**src/rtl/hva_pkg.sv**
```systemverilog
`timescale 1ns / 1ps

package hva_pkg;

    localparam int WORD_W        = 32;
    localparam int LANES         = 4;
    localparam int TOL_W         = 16;
    localparam int FRAC_BITS_DEF = 16;
    // Sum of four squares below 2^62 gives a root of at most 31 bits.
    localparam int RAD_W         = 62;
    localparam int ROOT_W        = RAD_W / 2;

    localparam logic [TOL_W-1:0] TOL_RESET = 16'd7;

    typedef logic signed [WORD_W-1:0] word_t;

    typedef enum logic [3:0] {
        OP_ADD   = 4'd0,
        OP_SUB   = 4'd1,
        OP_SCALE = 4'd2,
        OP_NEG   = 4'd3,
        OP_DOT   = 4'd4,
        OP_CROSS = 4'd5,
        OP_MAG   = 4'd6,
        OP_NORM  = 4'd7,
        OP_EQUAL = 4'd8
    } op_t;

    localparam logic [1:0] ERR_OK         = 2'd0;
    localparam logic [1:0] ERR_BAD_W      = 2'd1;
    localparam logic [1:0] ERR_NON_VECTOR = 2'd2;
    localparam logic [1:0] ERR_ZERO_LEN   = 2'd3;

    typedef struct packed {
        logic [3:0]          req_type;
        logic signed [31:0]  a_x;
        logic signed [31:0]  a_y;
        logic signed [31:0]  a_z;
        logic signed [31:0]  a_w;
        logic signed [31:0]  b_x;
        logic signed [31:0]  b_y;
        logic signed [31:0]  b_z;
        logic signed [31:0]  b_w;
        logic signed [31:0]  scale_factor;
    } in_t;

    typedef struct packed {
        logic signed [31:0]  res_x;
        logic signed [31:0]  res_y;
        logic signed [31:0]  res_z;
        logic signed [31:0]  res_w;
        logic signed [31:0]  scalar_out;
        logic                tuples_equal;
        logic                a_is_point;
        logic                a_is_vector;
        logic [1:0]          error_code;
        logic                overflow_flag;
    } out_t;

    // Per-request flags worked out at the input.
    typedef struct packed {
        op_t   op;
        logic  a_point;
        logic  a_vector;
        logic  eq;
        logic  wbad;
    } ctl_t;

    // What one lane hands to the merging stage.
    typedef struct packed {
        logic signed [WORD_W-1:0] value;
        logic                     ov;
        logic signed [63:0]       part;
        logic [WORD_W-1:0]        amag;
        logic                     aneg;
    } lane_out_t;

    // Request state carried through the root and divide pipelines.
    typedef struct packed {
        op_t                           op;
        logic [LANES-1:0][WORD_W-1:0]  res;
        logic [WORD_W-1:0]             scalar;
        logic                          eq;
        logic                          a_point;
        logic                          a_vector;
        logic [1:0]                    err;
        logic                          ov;
        logic                          sat_mag;
        logic [LANES-1:0][WORD_W-1:0]  amag;
        logic [LANES-1:0]              aneg;
        logic [WORD_W-1:0]             mag;
    } mid_t;

    function automatic logic [WORD_W:0] sat32(input logic signed [63:0] v);
        logic [WORD_W:0] r;
        if (v > 64'sd2147483647) begin
            r = {1'b1, 32'h7FFF_FFFF};
        end else if (v < -64'sd2147483648) begin
            r = {1'b1, 32'h8000_0000};
        end else begin
            r = {1'b0, v[WORD_W-1:0]};
        end
        return r;
    endfunction

    function automatic logic agree(input logic signed [33:0] p,
                                   input logic signed [33:0] q,
                                   input logic [TOL_W-1:0] tol);
        logic signed [34:0] d;
        logic [34:0]        m;
        d = 35'(p) - 35'(q);
        m = d[34] ? 35'(-d) : 35'(d);
        return m <= 35'(tol);
    endfunction

endpackage

```
**src/rtl/hva_div.sv**
```systemverilog
`timescale 1ns / 1ps

module hva_div
    import hva_pkg::*;
#(
    parameter int FRAC_BITS = FRAC_BITS_DEF
)
(
    input  logic                    clk,
    input  logic                    en,
    input  logic [WORD_W-1:0]       num,
    input  logic [ROOT_W-1:0]       den,
    output logic [FRAC_BITS+1:0]    quo
);

    // A component never exceeds the magnitude by more than one step, so
    // the quotient fits in FRAC_BITS + 2 bits.
    localparam int QW = FRAC_BITS + 2;
    localparam int NW = WORD_W + FRAC_BITS;
    localparam int RW = ROOT_W + 1;

    logic [NW-1:0]     num_ext;
    logic [RW-1:0]     rem_tap [QW+1];
    logic [QW-1:0]     sh_tap  [QW+1];
    logic [ROOT_W-1:0] den_tap [QW+1];

    logic [RW-1:0]     rem_reg [QW];
    logic [QW-1:0]     sh_reg  [QW];
    logic [ROOT_W-1:0] den_reg [QW];

    assign num_ext    = {num, {FRAC_BITS{1'b0}}};
    assign rem_tap[0] = RW'(num_ext[NW-1:QW]);
    assign sh_tap[0]  = num_ext[QW-1:0];
    assign den_tap[0] = den;

    for (genvar k = 0; k < QW; k++)
    begin : g_stage
        logic [RW-1:0] shifted;
        logic          ge;

        always_comb
        begin
            shifted = {rem_tap[k][RW-2:0], sh_tap[k][QW-1]};
            ge      = shifted >= RW'(den_tap[k]);
        end

        // Quotient bits enter at the bottom as numerator bits leave the top.
        always_ff @(posedge clk)
        begin
            if (en)
            begin
                rem_reg[k] <= ge ? (shifted - RW'(den_tap[k])) : shifted;
                sh_reg[k]  <= {sh_tap[k][QW-2:0], ge};
                den_reg[k] <= den_tap[k];
            end
        end

        assign rem_tap[k+1] = rem_reg[k];
        assign sh_tap[k+1]  = sh_reg[k];
        assign den_tap[k+1] = den_reg[k];
    end

    assign quo = sh_tap[QW];

endmodule

```
**config.mk**
```make
export PLATFORM = sky130hd
export DESIGN_NAME = hva_div
export DESIGN_NICKNAME = d
export VERILOG_FILES = /design/src/rtl/hva_pkg.sv /design/src/rtl/hva_div.sv
export SDC_FILE = /design/constraint.sdc
export NUM_CORES = 2
export LEC_CHECK = 0
export ABC_CLOCK_PERIOD_IN_PS = 3800
export BUFFER_PORTS_ARGS = -buffer_cell sky130_fd_sc_hd__buf_2
export CAP_MARGIN = 20
export CORE_UTILIZATION = 41
export CTS_BUF_LIST = sky130_fd_sc_hd__clkbuf_4 sky130_fd_sc_hd__clkbuf_8
export CTS_CLUSTER_DIAMETER = 150
export DETAILED_ROUTE_END_ITERATION = 6
export PLACE_DENSITY = 0.66
export SYNTH_ARGS = -nofsm -noshare
export SYNTH_HDL_FRONTEND = slang
export SYNTH_SLANG_ARGS = --single-unit
```
**constraint.sdc**
```tcl
create_clock -name clk -period 3.8 [get_ports clk]
set_clock_uncertainty 0.15 [all_clocks]
set_input_delay 0.57 -clock clk [delete_from_list [all_inputs] [get_ports clk]]
set_output_delay 0.57 -clock clk [all_outputs]
set_load 0.005 [all_outputs]
```
# --- Word level (Yosys, flattened, before mapping) ---
# Memories as Yosys holds them, arrays and structs flattened.
# Index checks and enable logic that the tools add are counted.
totals:
  register_bits: 0
  mem_bits_rw: 1458
  inputBits: 65
  mem_count: 3
op_classes:
  addsub: 18
  magnitude_cmp: 18
  n_mux: 20
mem_list:
  columns: ["memory", "words", "word_bits", "rd", "rd_ports_with_merged_regs", "write_ports", "line", "rtl"]
  rows:
  - ["rem_reg", 18, 32, 17, 0, 18, "hva_div.sv:27", "logic [RW-1:0] rem_reg [QW];"]
  - ["den_reg", 18, 31, 17, 0, 18, "hva_div.sv:29", "logic [ROOT_W-1:0] den_reg [QW];"]
  - ["sh_reg", 18, 18, 18, 0, 18, "hva_div.sv:28", "logic [QW-1:0] sh_reg [QW];"]
ops:
  columns: ["cell", "n"]
  rows:
  - ["$mux W32", 18]
  - ["$ge A32 B31 Y1", 17]
  - ["$sub A32 B31 Y32", 17]
  - ["$sub A31 B31 Y32", 1]
  - ["$ge A31 B31 Y1", 1]
  - ["$mux W1", 2]

# --- Logic depth before layout (Yosys ltp) ---
# An unclocked memory read counts as a cell.
logic_depth:
  depth_word: 3
  ltp_mapped: 15

# --- Least setup slack after synthesis ---
# No wires, ideal clock.
synth_timing:
  kind: "flip-flop to flip-flop"
  start: "memory rem_reg[9][0] (netlist bit)"
  end: "memory rem_reg[10][10] (netlist bit), data pin"
  arrival_time_ns: 3.058
  required_ns: 3.390
  setup_slack_ns: 0.332
  stages_incl_launch_ff: 13
  cell_sequence: "edfxtp_1 -> fa_1 -> a211oi_2 -> o31ai_2 -> o311ai_2 -> a31oi_2 -> a31oi_2 -> a31oi_4 -> a21boi_2 -> a21oi_2 -> a2bb2oi_4 -> buf_6 -> mux2_4"
synth_rtl:
  columns: ["element", "line"]
  rows:
  - ["start: declaration", "hva_div.sv:27"]

==> results.toml <==
[clocking]
clk_path_buf_depth = 3
cts_buffers = 211
cts.sinks = 1226
clk_pin_slew_ns = 0.06
cts-htree-levels = 4
cts_tree = "done"
clockRootBuffer = "clkbuf_8"
clk_latency_ns = 0.94

[floorplan]
num_rows = 153
die_w_um = 420
core_area_um2 = 174000
io_pins = 83
start_util = 0.412
die_y_um = 420
die_area_um2 = 176000

[routing]
wl_met2_um = 88700
vias_per_cell = 5.20
m1WireLength_um = 55000
first_pass_iters = 7
num_vias = 50100
routed.top_layer = "met4"
antenna_left = 0
drcViolationCount = 0
routed_wirelength_um = 156000
wl_per_cell_um = 16.2
routed-wl-met3_um = 4680
drtIter0Drc = 2152

[sta]
final.period_utilization = 0.982
worst_pin_slew_ns = 0.931
relSlewSlack = 0.373
fin_crit_ns = 3.73
fmax_mhz = 268
drv_slew = 0
rsz0062_at_grt = "true"
setup_viol = 0
final_hold_viol_count = 0

[power_and_ir_drop]
internal-power_w = 0.0438
leakage_nw = 35.0
pwr-share-comb = 0.515
switchingPower_w = 0.0264
total_power_w = 0.0702
sw_frac_of_total = 0.376
pwr-share-clk = 0.168
seqPwrFrac = 0.317
cellPowerDensity_nw_per_um2 = 841
vdd_drop_max_mv = 0.404

[global_routing]
first_global_vias = 52400
grt_pass1_wl_um = 248000
grt_overflow = 0
grt_usage = 0.173
grt_max_degree = 88
antenna_found_initial = 1

[layout]
nets = 7758
syn_to_final_growth_pct = 16.4
regArea_um2 = 36800
drive_above_1_share = 0.161
multiInputGateArea_um2 = 32200
stdcell_count = 9619
final_util = 0.480
nFillCells = 15600

[synth]
syn-cell-area_um2 = 71700
synth_warnings = 0
muxShareOfSynthArea = 0.0349
synth_top_family_by_area = "compound AO/OA/AOI/OAI gates"
ys_seq_area_frac = 0.514
synthFlopType = "edfxtp_1"
syn_avg_cell_area_um2 = 11.1
syn_nets = 7125
synth_fa_ha_area_frac = 0.102
async_reset_ff_frac = 0
synth_edf_count = 1226
synth.distinct_cells = 97
synth_cells = 6486
synthSimpleGateAreaFrac = 0.0882
synth_compound_area_frac = 0.161
synth-seq-cells = 1226
yosys.area_share.xor_xnor = 0.0561

[critical_path]
reg2reg_from = "rem_reg[2][0]"
crit_arrival_ns = 4.26
crit_path_top_delay_cell = "a2111o_1"
setup.worst_path.start_class = "flop"
end_kind = "flop"
crit_path_frequent_cell = "o21ai_1"
path_class = "reg2reg"
rrSetupSlack_ns = 0.07
cp_max_fo = 3
regToRegEndpoint = "rem_reg[3][30]"
slowest_delay_ns = 0.46
reg2regPathDepth = 12
crit_required_ns = 4.33
path_buf_inv = 1
critical_path.startpoint = "rem_reg[2][0]"
crit_chain = "fa_2, a211o_1, a2111o_1, a311oi_2, buf_4, or4_4, a31oi_4, o41ai_4, o21ai_1, o21ai_1, xnor2_1, mux2_2"
crit_family = "compound AO/OA/AOI/OAI gates"

[placed_design]
place_inst = 9140
gp_congestion = 0.946
hpwl_um = 117000
port_buffers = 82

[job]
drv_cap = 0

[worst_hold_path]
hold_path_end = "den_reg[0][24]"
hold_path_depth = 2
min-delay-start = "den[24]"
hold_class = "in2reg"

[run_status]
status = "finished clean"
[per-stage QoR]
step	worst slack, ns	hold slack, ns	instance area, um^2	setup TNS [ns]
final	0.0694	0.218	83500	0
after global routing	-0.0562	0.163	83500	-1.06
after CTS	0.00684	0.111	82900	0
after detailed placement	-0.185	0.255	77900	-9.46
after global placement	-0.146	0.251	77900	-5.55
after floorplan	0.332	0.250	71700	0
[worst max path at each step]
| stage | to | slack (ns) | cells after the start |
|---|---|---|---|
| 2_1_floorplan | rem_reg[10][10] | 0.33 | 12 |
| 6_report | rem_reg[3][30] | 0.07 | 12 |
| 3_5_place_dp | rem_reg[0][30] | -0.19 | 15 |
| 5_1_grt | rem_reg[10][16] | -0.06 | 16 |
| 3_3_place_gp | rem_reg[0][30] | -0.15 | 15 |
| 4_1_cts | rem_reg[10][15] | 0.007 | 14 |
[cell usage in the layout (no fill, tap or decap), drive strengths merged, types with 13 or more instances in the layout]
cell type / instances
o211ai: 35
o31ai: 39
buf: 504
fa: 17
ha: 557
clkinv: 83
a21o: 289
o21bai: 86
xnor2: 263
nand2b: 55
nand2: 479
or3: 13
a21oi: 522
a31o: 14
clkbuf: 286
xor2: 196
o21ai: 455
or2: 17
a211oi: 46
dlygate4sd3: 64
nand4: 86
a211o: 19
inv: 685
and2: 30
nor2b: 63
o21a: 79
nor2: 387
mux2: 210
a31oi: 67
o31a: 17
a21boi: 14
nor3: 54
nand3: 87
and3: 46
edfxtp: 1226
[cell usage after synthesis, types with 9 or more instances]
cell | count | area share
o311ai_0 | 9 | 0.0011
o21ai_1 | 15 | 0.0010
nor2b_1 | 63 | 0.0055
clkbuf_1 | 122 | 0.0064
or2_2 | 17 | 0.0015
edfxtp_1 | 1226 | 0.51
mux2_2 | 184 | 0.029
buf_2 | 22 | 0.0015
o2111ai_1 | 10 | 0.0012
fa_1 | 17 | 0.0047
and2_1 | 30 | 0.0026
and3_1 | 46 | 0.0040
nor2_1 | 387 | 0.020
o21bai_1 | 85 | 0.0089
a311oi_1 | 9 | 0.0011
or4_1 | 10 | 0.0010
and4_1 | 10 | 0.0012
a211oi_1 | 45 | 0.0047
a211o_1 | 19 | 0.0023
a21boi_0 | 12 | 0.0013
mux2_4 | 20 | 0.0042
nand3_1 | 87 | 0.0061
ha_1 | 557 | 0.097
o21ai_0 | 438 | 0.031
o31ai_1 | 36 | 0.0038
nand2b_1 | 55 | 0.0048
xor2_1 | 196 | 0.024
or3_1 | 13 | 0.0011
a31oi_1 | 62 | 0.0054
nand4_1 | 86 | 0.0075
o211ai_1 | 34 | 0.0036
nor3_1 | 54 | 0.0038
nand2_1 | 479 | 0.025
o31a_1 | 17 | 0.0021
o21a_1 | 79 | 0.0083
a41oi_1 | 10 | 0.0012
xnor2_1 | 263 | 0.032
a21o_1 | 289 | 0.030
inv_1 | 677 | 0.035
a31o_2 | 14 | 0.0017
a21oi_1 | 519 | 0.036
[metal layers]
metal  track usage  vias to the layer above
li1              -                    25100
met1         0.157                    23600
met4        0.0911                        0
met3        0.0270                      496
met2         0.359                      930
met5             0                        -
[repair_timing]
action / CTS / global route
cloned: 2 / 5
hold buffers: 64 / 0
setup buffers: 6 / 14
hold endpoints to repair: 116 / 0
pin swaps: 5 / 25
resized for setup: 12 / 68
endpoints found under the setup margin: 88 / 213
[cells by family after synthesis]
group | Yosys count
flops | 1226
compound gates | 1809
buf+inv | 831
fa+ha+maj | 574
simple gates | 1371
xor+xnor | 459
mux | 216
[layout make-up]
cell class | instances | share of cell area
Multi-Input combinational cell | 4429 | 0.386
Clock buffer | 282 | 0.0413
Tap cell | 2325 | 0.0349
Inverter | 677 | 0.0304
Clock inverter | 103 | 0.00829
Timing Repair Buffer | 574 | 0.0582
Sequential cell | 1226 | 0.441
Antenna cell | 3 | 0.0000899
[power by group through the flow]
stage	clock network (W)	registers [W]	logic [W]
2_1_floorplan	0	0.0218	0.0251
3_3_place_gp	0	0.0224	0.0341
3_5_place_dp	0	0.0225	0.0347
4_1_cts	0.0122	0.0222	0.0352
5_1_grt	0.0128	0.0226	0.0398
6_report	0.0118	0.0222	0.0362
(Power assumes the default switching activity.)
