[src/rtl/hva_pkg.sv]
`timescale 1ns / 1ps

package hva_pkg;

    localparam int WORD_W        = 32;
    localparam int LANES         = 4;
    localparam int TOL_W         = 16;
    localparam int FRAC_BITS_DEF = 16;
    // Sum of four squares below 2^62 gives a root of at most 31 bits.
    localparam int RAD_W         = 62;
    localparam int ROOT_W        = RAD_W / 2;

    localparam logic [TOL_W-1:0] TOL_RESET = 16'd7;

    typedef logic signed [WORD_W-1:0] word_t;

    typedef enum logic [3:0] {
        OP_ADD   = 4'd0,
        OP_SUB   = 4'd1,
        OP_SCALE = 4'd2,
        OP_NEG   = 4'd3,
        OP_DOT   = 4'd4,
        OP_CROSS = 4'd5,
        OP_MAG   = 4'd6,
        OP_NORM  = 4'd7,
        OP_EQUAL = 4'd8
    } op_t;

    localparam logic [1:0] ERR_OK         = 2'd0;
    localparam logic [1:0] ERR_BAD_W      = 2'd1;
    localparam logic [1:0] ERR_NON_VECTOR = 2'd2;
    localparam logic [1:0] ERR_ZERO_LEN   = 2'd3;

    typedef struct packed {
        logic [3:0]          req_type;
        logic signed [31:0]  a_x;
        logic signed [31:0]  a_y;
        logic signed [31:0]  a_z;
        logic signed [31:0]  a_w;
        logic signed [31:0]  b_x;
        logic signed [31:0]  b_y;
        logic signed [31:0]  b_z;
        logic signed [31:0]  b_w;
        logic signed [31:0]  scale_factor;
    } in_t;

    typedef struct packed {
        logic signed [31:0]  res_x;
        logic signed [31:0]  res_y;
        logic signed [31:0]  res_z;
        logic signed [31:0]  res_w;
        logic signed [31:0]  scalar_out;
        logic                tuples_equal;
        logic                a_is_point;
        logic                a_is_vector;
        logic [1:0]          error_code;
        logic                overflow_flag;
    } out_t;

    // Per-request flags worked out at the input.
    typedef struct packed {
        op_t   op;
        logic  a_point;
        logic  a_vector;
        logic  eq;
        logic  wbad;
    } ctl_t;

    // What one lane hands to the merging stage.
    typedef struct packed {
        logic signed [WORD_W-1:0] value;
        logic                     ov;
        logic signed [63:0]       part;
        logic [WORD_W-1:0]        amag;
        logic                     aneg;
    } lane_out_t;

    // Request state carried through the root and divide pipelines.
    typedef struct packed {
        op_t                           op;
        logic [LANES-1:0][WORD_W-1:0]  res;
        logic [WORD_W-1:0]             scalar;
        logic                          eq;
        logic                          a_point;
        logic                          a_vector;
        logic [1:0]                    err;
        logic                          ov;
        logic                          sat_mag;
        logic [LANES-1:0][WORD_W-1:0]  amag;
        logic [LANES-1:0]              aneg;
        logic [WORD_W-1:0]             mag;
    } mid_t;

    function automatic logic [WORD_W:0] sat32(input logic signed [63:0] v);
        logic [WORD_W:0] r;
        if (v > 64'sd2147483647) begin
            r = {1'b1, 32'h7FFF_FFFF};
        end else if (v < -64'sd2147483648) begin
            r = {1'b1, 32'h8000_0000};
        end else begin
            r = {1'b0, v[WORD_W-1:0]};
        end
        return r;
    endfunction

    function automatic logic agree(input logic signed [33:0] p,
                                   input logic signed [33:0] q,
                                   input logic [TOL_W-1:0] tol);
        logic signed [34:0] d;
        logic [34:0]        m;
        d = 35'(p) - 35'(q);
        m = d[34] ? 35'(-d) : 35'(d);
        return m <= 35'(tol);
    endfunction

endpackage

[src/rtl/hva_merge.sv]
`timescale 1ns / 1ps

module hva_merge
    import hva_pkg::*;
(
    input  logic              clk,
    input  logic              en,
    input  ctl_t              ctl,
    input  lane_out_t         lanes [LANES],
    output mid_t              mid,
    output logic [RAD_W-1:0]  rad
);

    logic signed [63:0] dot_sum;
    logic [64:0]        sq_sum;
    logic               dot_ov;
    logic [WORD_W-1:0]  dot_val;
    mid_t               mid_next;
    mid_t               mid_reg;
    logic [RAD_W-1:0]   rad_reg;

    always_comb
    begin
        dot_sum = '0;
        sq_sum  = '0;
        for (int i = 0; i < LANES; i++)
        begin
            dot_sum = dot_sum + lanes[i].part;
            sq_sum  = sq_sum + 65'($unsigned(lanes[i].part));
        end
    end

    assign {dot_ov, dot_val} = sat32(dot_sum);

    always_comb
    begin
        mid_next          = '0;
        mid_next.op       = ctl.op;
        mid_next.a_point  = ctl.a_point;
        mid_next.a_vector = ctl.a_vector;
        mid_next.sat_mag  = |sq_sum[64:RAD_W];
        for (int i = 0; i < LANES; i++)
        begin
            mid_next.res[i]  = lanes[i].value;
            mid_next.amag[i] = lanes[i].amag;
            mid_next.aneg[i] = lanes[i].aneg;
            mid_next.ov      = mid_next.ov | lanes[i].ov;
        end
        case (ctl.op)
            OP_ADD, OP_SUB:
                mid_next.err = ctl.wbad ? ERR_BAD_W : ERR_OK;
            OP_DOT:
            begin
                mid_next.scalar = dot_val;
                mid_next.ov     = dot_ov;
            end
            OP_EQUAL:
                mid_next.eq = ctl.eq;
            default: ;
        endcase
    end

    always_ff @(posedge clk)
    begin
        if (en)
        begin
            mid_reg <= mid_next;
            rad_reg <= sq_sum[RAD_W-1:0];
        end
    end

    assign mid = mid_reg;
    assign rad = rad_reg;

endmodule

[config.mk]
export PLATFORM = sky130hd
export DESIGN_NAME = hva_merge
export DESIGN_NICKNAME = d
export VERILOG_FILES = /design/src/rtl/hva_pkg.sv /design/src/rtl/hva_merge.sv
export SDC_FILE = /design/constraint.sdc
export NUM_CORES = 1
export LEC_CHECK = 0
export ABC_AREA = 1
export BUFFER_PORTS_ARGS = -buffer_cell sky130_fd_sc_hd__buf_4
export CELL_PAD_IN_SITES_DETAIL_PLACEMENT = 1
export CELL_PAD_IN_SITES_GLOBAL_PLACEMENT = 2
export CORE_AREA = 4 4 361 363
export DETAILED_ROUTE_END_ITERATION = 12
export DIE_AREA = 0 0 365 367
export HOLD_SLACK_MARGIN = 0.02
export PLACE_DENSITY_LB_ADDON = 0.1
export RECOVER_POWER = 50
export SKIP_CTS_REPAIR_TIMING = 1
export SLEW_MARGIN = 0
export SYNTH_ARGS = -nofsm -noshare
export SYNTH_HDL_FRONTEND = slang
export SYNTH_SLANG_ARGS = --single-unit
[constraint.sdc]
create_clock -name clk -period 4.2 [get_ports clk]
set_input_delay 0.63 -clock clk [delete_from_list [all_inputs] [get_ports clk]]
set_output_delay 0.63 -clock clk [all_outputs]
set_load 0.005 [all_outputs]
## Yosys cells after proc, flatten, opt, wreduce, memory -nomap -nowiden

Cells that the tools add are included.
W data, S select, Z words.

| storage, ports and cells | value |
|---|---|
| flip-flop bits (word level) | 365 |
| latch bits | 0 |
| memory bits (writable) | 0 |
| ROM bits | 0 |
| input bits | 530 |
| output and inout port bits | 397 |
| word-level logic and storage cells | 42 |
| memories kept | 0 |

| operators by class | value |
|---|---|
| add/subtract/negate cells | 6 |
| multipliers | 0 |
| div/mod/pow operators | 0 |
| order comparisons | 2 |
| equality and inequality tests | 3 |
| shift operators | 0 |
| muxes and demuxes | 4 |
| bitwise operators | 4 |
| reductions and logical operators | 4 |

Operator list:

| cell | count |
|---|---|
| $add A64 B64 Y64 | 3 |
| $add A65 B64 Y65 | 2 |
| $mux W33 | 2 |
| $add A64 B64 Y65 | 1 |
| $gt A64 B32 Y1 const B | 1 |
| $lt A64 B32 Y1 const B | 1 |
| $eq A4 B1 Y1 const B | 1 |
| $eq A4 B3 Y1 const B | 1 |
| $eq A4 B4 Y1 const B | 1 |
| $logic_not A4 Y1 | 1 |
| $reduce_or A2 Y1 | 2 |
| $or A1 B1 Y1 | 3 |
| $reduce_or A3 Y1 | 1 |
| $mux W1 | 2 |
| $not A1 Y1 | 1 |

## Logic depth before layout (Yosys ltp)

Gate-level depths: netlist of run 1.

| logic depth | value |
|---|---|
| word-level depth | 7 |
| gate-level depth with buffers | 30 |
| gate-level depth less buffers | 29 |

## Worst setup path after synthesis of run 1

Ideal clock, no wire load.

| timing | value |
|---|---|
| path type | input to register |
| start point | input lanes[34] (netlist name) |
| end point | register mid_reg, in the netlist mid[181] (data pin) |
| arrival | 3.986 ns |
| slack | -0.039 ns |
| cell stages on the path | 28 |
| path through | inv_1 -> fa_1 -> inv_1 -> fa_1 -> ha_1 -> inv_1 -> fa_1 -> inv_1 -> nand3_1 -> nand2_2 -> nand2_1 -> nand2_2 -> nand2_1 -> nand2_2 -> nand2_1 -> nand2_2 -> nand2_2 -> nand2_2 -> nand2_2 -> nand2_4 -> nand2_1 -> nor2_1 -> nand2_1 -> nor2_1 -> nand3_2 -> nand3_4 -> buf_6 -> nand2_1 |

| on the way | value |
|---|---|
| word-level cells in the longest chain between the ends | 4 |
| elaborated cells on any way between the ends | 5 |

RTL lines:

| what | line | text |
|---|---|---|
| from (decl) | hva_merge.sv:9 | `input lane_out_t lanes [LANES],` |
| $add A64 B64 Y64 (*) | hva_merge.sv:28 | `dot_sum = dot_sum + lanes[i].part;` |
| $lt A64 B32 Y1 | hva_pkg.sv:98 | `end else if (v < -64'sd2147483648) begin` |
| $mux W33 | hva_pkg.sv:98 |  |
| $mux W33 (*) | hva_pkg.sv:96 | `if (v > 64'sd2147483647) begin` |
| to (signal assigned) | hva_merge.sv:67 | `mid_reg <= mid_next;` |
| to (decl) | hva_merge.sv:19 | `mid_t mid_reg;` |

Every way passes the cells marked *; elsewhere a longest branch is shown, timed or not.
A chain may end at the register's enable or synchronous reset.

## Worst setup path in the final report of run 1

| timing | value |
|---|---|
| start point | input lanes[83] (netlist name) |
| end point | register mid_reg, in the netlist mid[176] (data pin) |

| on the way | value |
|---|---|
| word-level cells in the longest chain between the ends | 4 |
| elaborated cells on any way between the ends | 5 |

RTL lines:

| what | line | text |
|---|---|---|
| $add A64 B64 Y64 (*) | hva_merge.sv:28 |  |
| named net dot_sum[56] | hva_merge.sv:14 | `logic signed [63:0] dot_sum;` |
| $lt A64 B32 Y1 | hva_pkg.sv:98 |  |
| $mux W33 | hva_pkg.sv:98 |  |
| $mux W33 (*) | hva_pkg.sv:96 |  |

Mark *: on every way through the listed nets, which the timed path passes. The rest lies on a longest branch.

==> flow_summary.yaml, run 1 <==
detailed_routing:
  vias: 20500
  drc: 0
  wl_per_cell_um: 25.6
  antenna_left: 0
  wirelength_mm: 137
  firstDrtPassIters: 5
  drt_iter0_drc: 1015
  viasPerCell: 3.84
critical_path:
  crit_buf_inv: 6
  start_kind: "primary input"
  crit_slowest_cell: "fa_1"
  crit_chain: "buf_4, fa_1, fa_1, ha_1, buf_4, nand2_2, inv_1, a21oi_1, o21ai_1, inv_1, nand2_1, a21oi_1, nand3_1, nand2_4, nand2_1, nor2_2, buf_4, nand2_2, nor2_4, nand3_4, nand2_8, buf_12, nand3_1, nand2_2"
  startpoint: "lanes[83]"
  cp_data_required_time_ns: 4.69
  crit_type: "primary input to flip-flop"
  crit_fanout: 8
  end_kind: "flip-flop"
  arrival_ns: 4.77
  cpPeakStageDelay_ns: 0.56
  path_delay_family: "adder cells"
grt:
  grt_overflow: 0
  grt_pass1_vias: 22300
  grt_max_degree: 89
  grt_pass1_wl_mm: 181
  grtUsageTotal_pct: 19.6
  antenna_found_initial: 38
clock_network:
  cts.sinks: 364
  cts_made_buffers: 49
  clockRootBuffer: "clkbuf_16"
  htreeDepth: 2
  cts_buffer_depth: 3
  cts_tree: "yes"
  clkTransAtPathRegs_ns: 0.06
logic_synthesis:
  ys_types: 40
  synth_xor_area_share_pct: 1.31
  synth_edf_count: 364
  yosysWarnings: 0
  synth.cell_area_mm2: 0.0221
  synth_ff_type: "edfxtp_1"
  synth.area.top_cells: "edfxtp_1 (49%), nand2_1 (12%), fa_1 (12%)"
  synth_compound_area_share_pct: 1.26
  synth_fa_ha_area_share_pct: 15.2
  yosys_register_bits: 364
  synth_top_area_share_pct: 49.4
  synth_top_family_by_area: "simple AND/OR/NAND/NOR gates"
  async_flop_share_pct: 0
  synthCells: 2350
  synthMuxAreaShare_pct: 0
  ys_seq_area_share_pct: 49.4
  synth_top_area_cell: "edfxtp_1"
  avgSynthCellArea_um2: 9.41
  yosys.area_share.simple_pct: 20.8
timing:
  fin_tns_setup_ns: -1.08
  fmax_mhz: 233
  setup_viol: 27
  final_max_slew_viol_count: 89
  timing.slew.headroom_pct: -97.3
  rsz0062_at_grt: "true"
  timing.final.ws_setup_ns: -0.0840
  fin_crit_sh_pct: 102
  worst_hold_slack_ns: 0.196
  finalHoldViolCount: 0
  worst_pin_slew_ns: 2.96
  timing.final.crit_period_ns: 4.28
power_and_ir_drop:
  peakVddDrop_mv: 0.295
  swShare_pct: 40.4
  p_leak_nw: 17.7
  p_int_w: 0.0113
  power_switching_w: 0.00764
  p_comb_share_pct: 50.6
  seqPwrFrac_pct: 26.3
  clkPwrFrac_pct: 23.1
  p_per_area_mw_per_mm2: 532
hold_path:
  hold_path_startpoint: "lanes[388]"
  hold_class: "primary input to flip-flop"
placement:
  dp_hpwl_mm: 121
  dpl.cell_count: 5224
  io_buffers: 893
  placed_area_mm2: 0.0332
  globalplace.congestion: 0.895
die:
  die_y_um: 367
  start_util_pct: 17.4
  core_area_mm2: 0.127
  rows: 131
  die_w_um: 365
  dieArea_mm2: 0.134
  io_pins: 927
cells_and_area:
  largest_reg_flops: 302
  nFillCells: 14700
  syn2layout_area_growth_pct: 60.7
  final_cell_mix: "buf_4 (946), nand2_1 (649), inv_1 (596)"
  nets: 4350
  fin_area_mm2: 0.0355
  final_common_cell: "buf_4"
  layout-drive-gt1-share_pct: 41.5
  layoutNonFillerInstCount: 5339
status:
  status: "finished, violations left"
  violations: "capacitance limit, slew limit, setup timing"
flow_run:
  maxCapViolCount: 1
==> cells in the mapped netlist, types with 5 or more instances <==
| library cell | number |
|---|---|
| nand2_1 | 711 |
| inv_1 | 602 |
| edfxtp_1 | 364 |
| fa_1 | 128 |
| nand3_1 | 106 |
| nor2_1 | 90 |
| ha_1 | 64 |
| nand2_2 | 48 |
| a21oi_1 | 41 |
| buf_4 | 33 |
| xor2_1 | 29 |
| nor2_2 | 27 |
| nand4_1 | 15 |
| nand3_2 | 14 |
| inv_2 | 11 |
| nor2_4 | 9 |
| nor3_2 | 6 |
| clkinv_1 | 5 |
==> stage by stage <==
stage               power, W  setup WS [ns]  utilization (%)
detailed placement    0.0144          -1.21             26.2
global placement      0.0143          -1.21             26.2
floorplan            0.00871        0.00937                -
global route          0.0203         -0.336             28.0
CTS                   0.0189         -0.537             27.5
finish                0.0189        -0.0840             28.0
==> final cells by class <==
type                       instances  area (um2)  area share (%)
multi-input combinational       1359        9260            26.1
timing repair buffer            1236        9270            26.1
antenna                            8        20.0          0.0564
sequential                       364       10900            30.8
tap                             1662        2080            5.85
inverter                         618        2320            6.54
clock buffer                      54        1240            3.50
clock inverter                    38         397            1.12
==> worst paths after layout <==
path | slack, ns | cells past startpoint | end
min | 0.20 | 1 | mid[265]$_DFFE_PP_
max | -0.08 | 24 | mid[176]$_SDFFCE_PN0P_
==> layer usage <==
layer / vias to the layer above / routed length (um) / global-route usage (%)
met1: 10000 / 50400 / 21.5
met5: - / 108 / 0
met3: 153 / 8800 / 4.60
li1: 9669 / - / -
met4: 18 / 5210 / 7.45
met2: 646 / 72400 / 36.3
==> cells by family (layout without fill, tap and decap cells) <==
family / after synthesis / in the layout
AO/OA/AOI/OAI: 52 / 52
XOR/XNOR: 33 / 33
adder cells (fa/ha/maj): 192 / 192
buffers and inverters: 659 / 1946
flip-flops: 364 / 364
other: 1 / 41
AND/OR/NAND/NOR: 1049 / 1049
==> power by group through the flow <==
stage	Sequential [W]	Clock [W]	Combinational [W]
finish	0.00497	0.00436	0.00957
global route	0.00501	0.00468	0.0106
CTS	0.00498	0.00454	0.00936
detailed placement	0.00505	0	0.00931
global placement	0.00504	0	0.00930
floorplan	0.00500	0	0.00371
Note: power is estimated with default switching activity, not from simulation.
==> run 2: changes to the inputs <==
PLACE_DENSITY_LB_ADDON = 0.15   (was 0.1)
==> run 2 against run 1 <==
Compared with the run above:
- the flow still finishes with violations (capacitance limit, slew limit, setup timing)
- routed wire length decreased by 6.1%
- global-route usage shrank 1.2 points
- setup slack improved by 0.025 ns
- critical path depth is 8 higher
- hold slack better by 0.0068 ns
- flip-flop and latch count is the same
- final cell count fell by 0.36%
- critical path type unchanged
- critical endpoint is now mid[173]$_SDFFCE_PN0P_
==> flow_summary.yaml, run 2 (synthesized netlist as in run 1, its figures left out) <==
status:
  status: "finished, violations left"
  violations: "capacitance limit, slew limit, setup timing"
timing:
  finalHoldViolCount: 0
  timing.final.crit_period_ns: 4.26
  final_max_slew_viol_count: 213
  fmax_mhz: 235
  timing.final.ws_setup_ns: -0.0589
  rsz0062_at_grt: "true"
  timing.slew.headroom_pct: -60.3
  fin_crit_sh_pct: 101
  fin_tns_setup_ns: -1.28
  worst_pin_slew_ns: 2.40
  setup_viol: 32
grt:
  grt_max_degree: 85
  grt_pass1_vias: 21300
  grt_pass1_wl_mm: 170
  antenna_found_initial: 26
  grtUsageTotal_pct: 18.3
  grt_overflow: 0
detailed_routing:
  firstDrtPassIters: 4
  vias: 20100
  wl_per_cell_um: 24.2
  viasPerCell: 3.77
  drt_iter0_drc: 986
  antenna_left: 0
  drc: 0
  wirelength_mm: 128
die:
  die_w_um: 365
  dieArea_mm2: 0.134
  start_util_pct: 17.4
  core_area_mm2: 0.127
  io_pins: 927
  die_y_um: 367
  rows: 131
cells_and_area:
  utilization_pct: 27.8
  layoutNonFillerInstCount: 5320
  final_cell_mix: "buf_4 (940), nand2_1 (656), inv_1 (597)"
  nets: 4339
  fin_area_mm2: 0.0353
  syn2layout_area_growth_pct: 59.4
  final_common_cell: "buf_4"
  nFillCells: 14800
  layout-drive-gt1-share_pct: 41.3
  largest_reg_flops: 302
clock_network:
  cts_made_buffers: 47
  htreeDepth: 2
  cts_buffer_depth: 3
  cts.sinks: 364
  clkTransAtPathRegs_ns: 0.06
  cts_tree: "yes"
  clockRootBuffer: "clkbuf_16"
critical_path:
  path_delay_family: "adder cells"
  cp_data_required_time_ns: 4.68
  end_kind: "flip-flop"
  arrival_ns: 4.74
  crit_fanout: 8
  cpPeakStageDelay_ns: 0.60
  crit_buf_inv: 8
  cpMostUsedCell: "nand2_2"
  crit_slowest_cell: "fa_2"
  start_kind: "primary input"
  crit_type: "primary input to flip-flop"
hold_path:
  hold_class: "primary input to flip-flop"
  min_to: "mid[239]$_DFFE_PP_"
  hold_path_startpoint: "lanes[362]"
  holdPathStages: 1
power_and_ir_drop:
  p_int_w: 0.0109
  p_per_area_mw_per_mm2: 521
  swShare_pct: 40.8
  peakVddDrop_mv: 0.307
  seqPwrFrac_pct: 26.8
  power_switching_w: 0.00750
  p_total_w: 0.0184
  p_leak_nw: 17.6
  clkPwrFrac_pct: 21.4
  p_comb_share_pct: 51.8
placement:
  dp_hpwl_mm: 113
  dpl.cell_count: 5216
  globalplace.congestion: 0.856
  placed_area_mm2: 0.0332
  io_buffers: 893
flow_run:
  maxCapViolCount: 3
## run 2: stage by stage
step	hold WS, ns	setup WS (ns)
6_report	0.202	-0.0589
5_1_grt	0.149	-0.273
4_1_cts	0.117	-0.286
3_5_place_dp	0.809	-0.966
3_3_place_gp	0.808	-0.979
2_1_floorplan	0.729	0.00937
## run 2: how the worst max path moves through the flow
stage | cells after the start | end | start | slack, ns
floorplan | 28 | mid[181]$_SDFFCE_PN0P_ | lanes[34] | 0.009
global placement | 29 | mid[165]$_DFFE_PP_ | lanes[34] | -0.98
detailed placement | 29 | mid[165]$_DFFE_PP_ | lanes[34] | -0.97
CTS | 29 | mid[165]$_DFFE_PP_ | lanes[34] | -0.29
global route | 32 | mid[177]$_SDFFCE_PN0P_ | lanes[294] | -0.27
finish | 32 | mid[173]$_SDFFCE_PN0P_ | lanes[294] | -0.06
## run 2: layout make-up
cell class              instances  area [um2]  share of cell area (%)
diodes                          5        12.5                  0.0355
flip-flops and latches        364       10900                    31.0
well taps                    1662        2080                    5.90
repair buffers               1227        9300                    26.4
inverters                     618        2320                    6.59
clock inverters                31         245                   0.696
clock buffers                  54        1200                    3.41
multi-input cells            1359        9170                    26.0
## run 2: metal layers
metal / global-route usage (%) / routed length [um] / vias to the layer above
met5: 0 / 38 / -
met4: 7.11 / 5630 / 6
met3: 4.00 / 8530 / 144
met2: 33.4 / 65500 / 617
met1: 20.7 / 48700 / 9663
li1: - / - / 9651
## run 2: power by group through the flow
stage          sequential (W)  clock, W  combinational, W
6_report              0.00493   0.00393           0.00952
5_1_grt               0.00498   0.00423            0.0106
3_3_place_gp          0.00500         0           0.00931
2_1_floorplan         0.00500         0           0.00371
4_1_cts               0.00494   0.00410           0.00934
3_5_place_dp          0.00500         0           0.00930
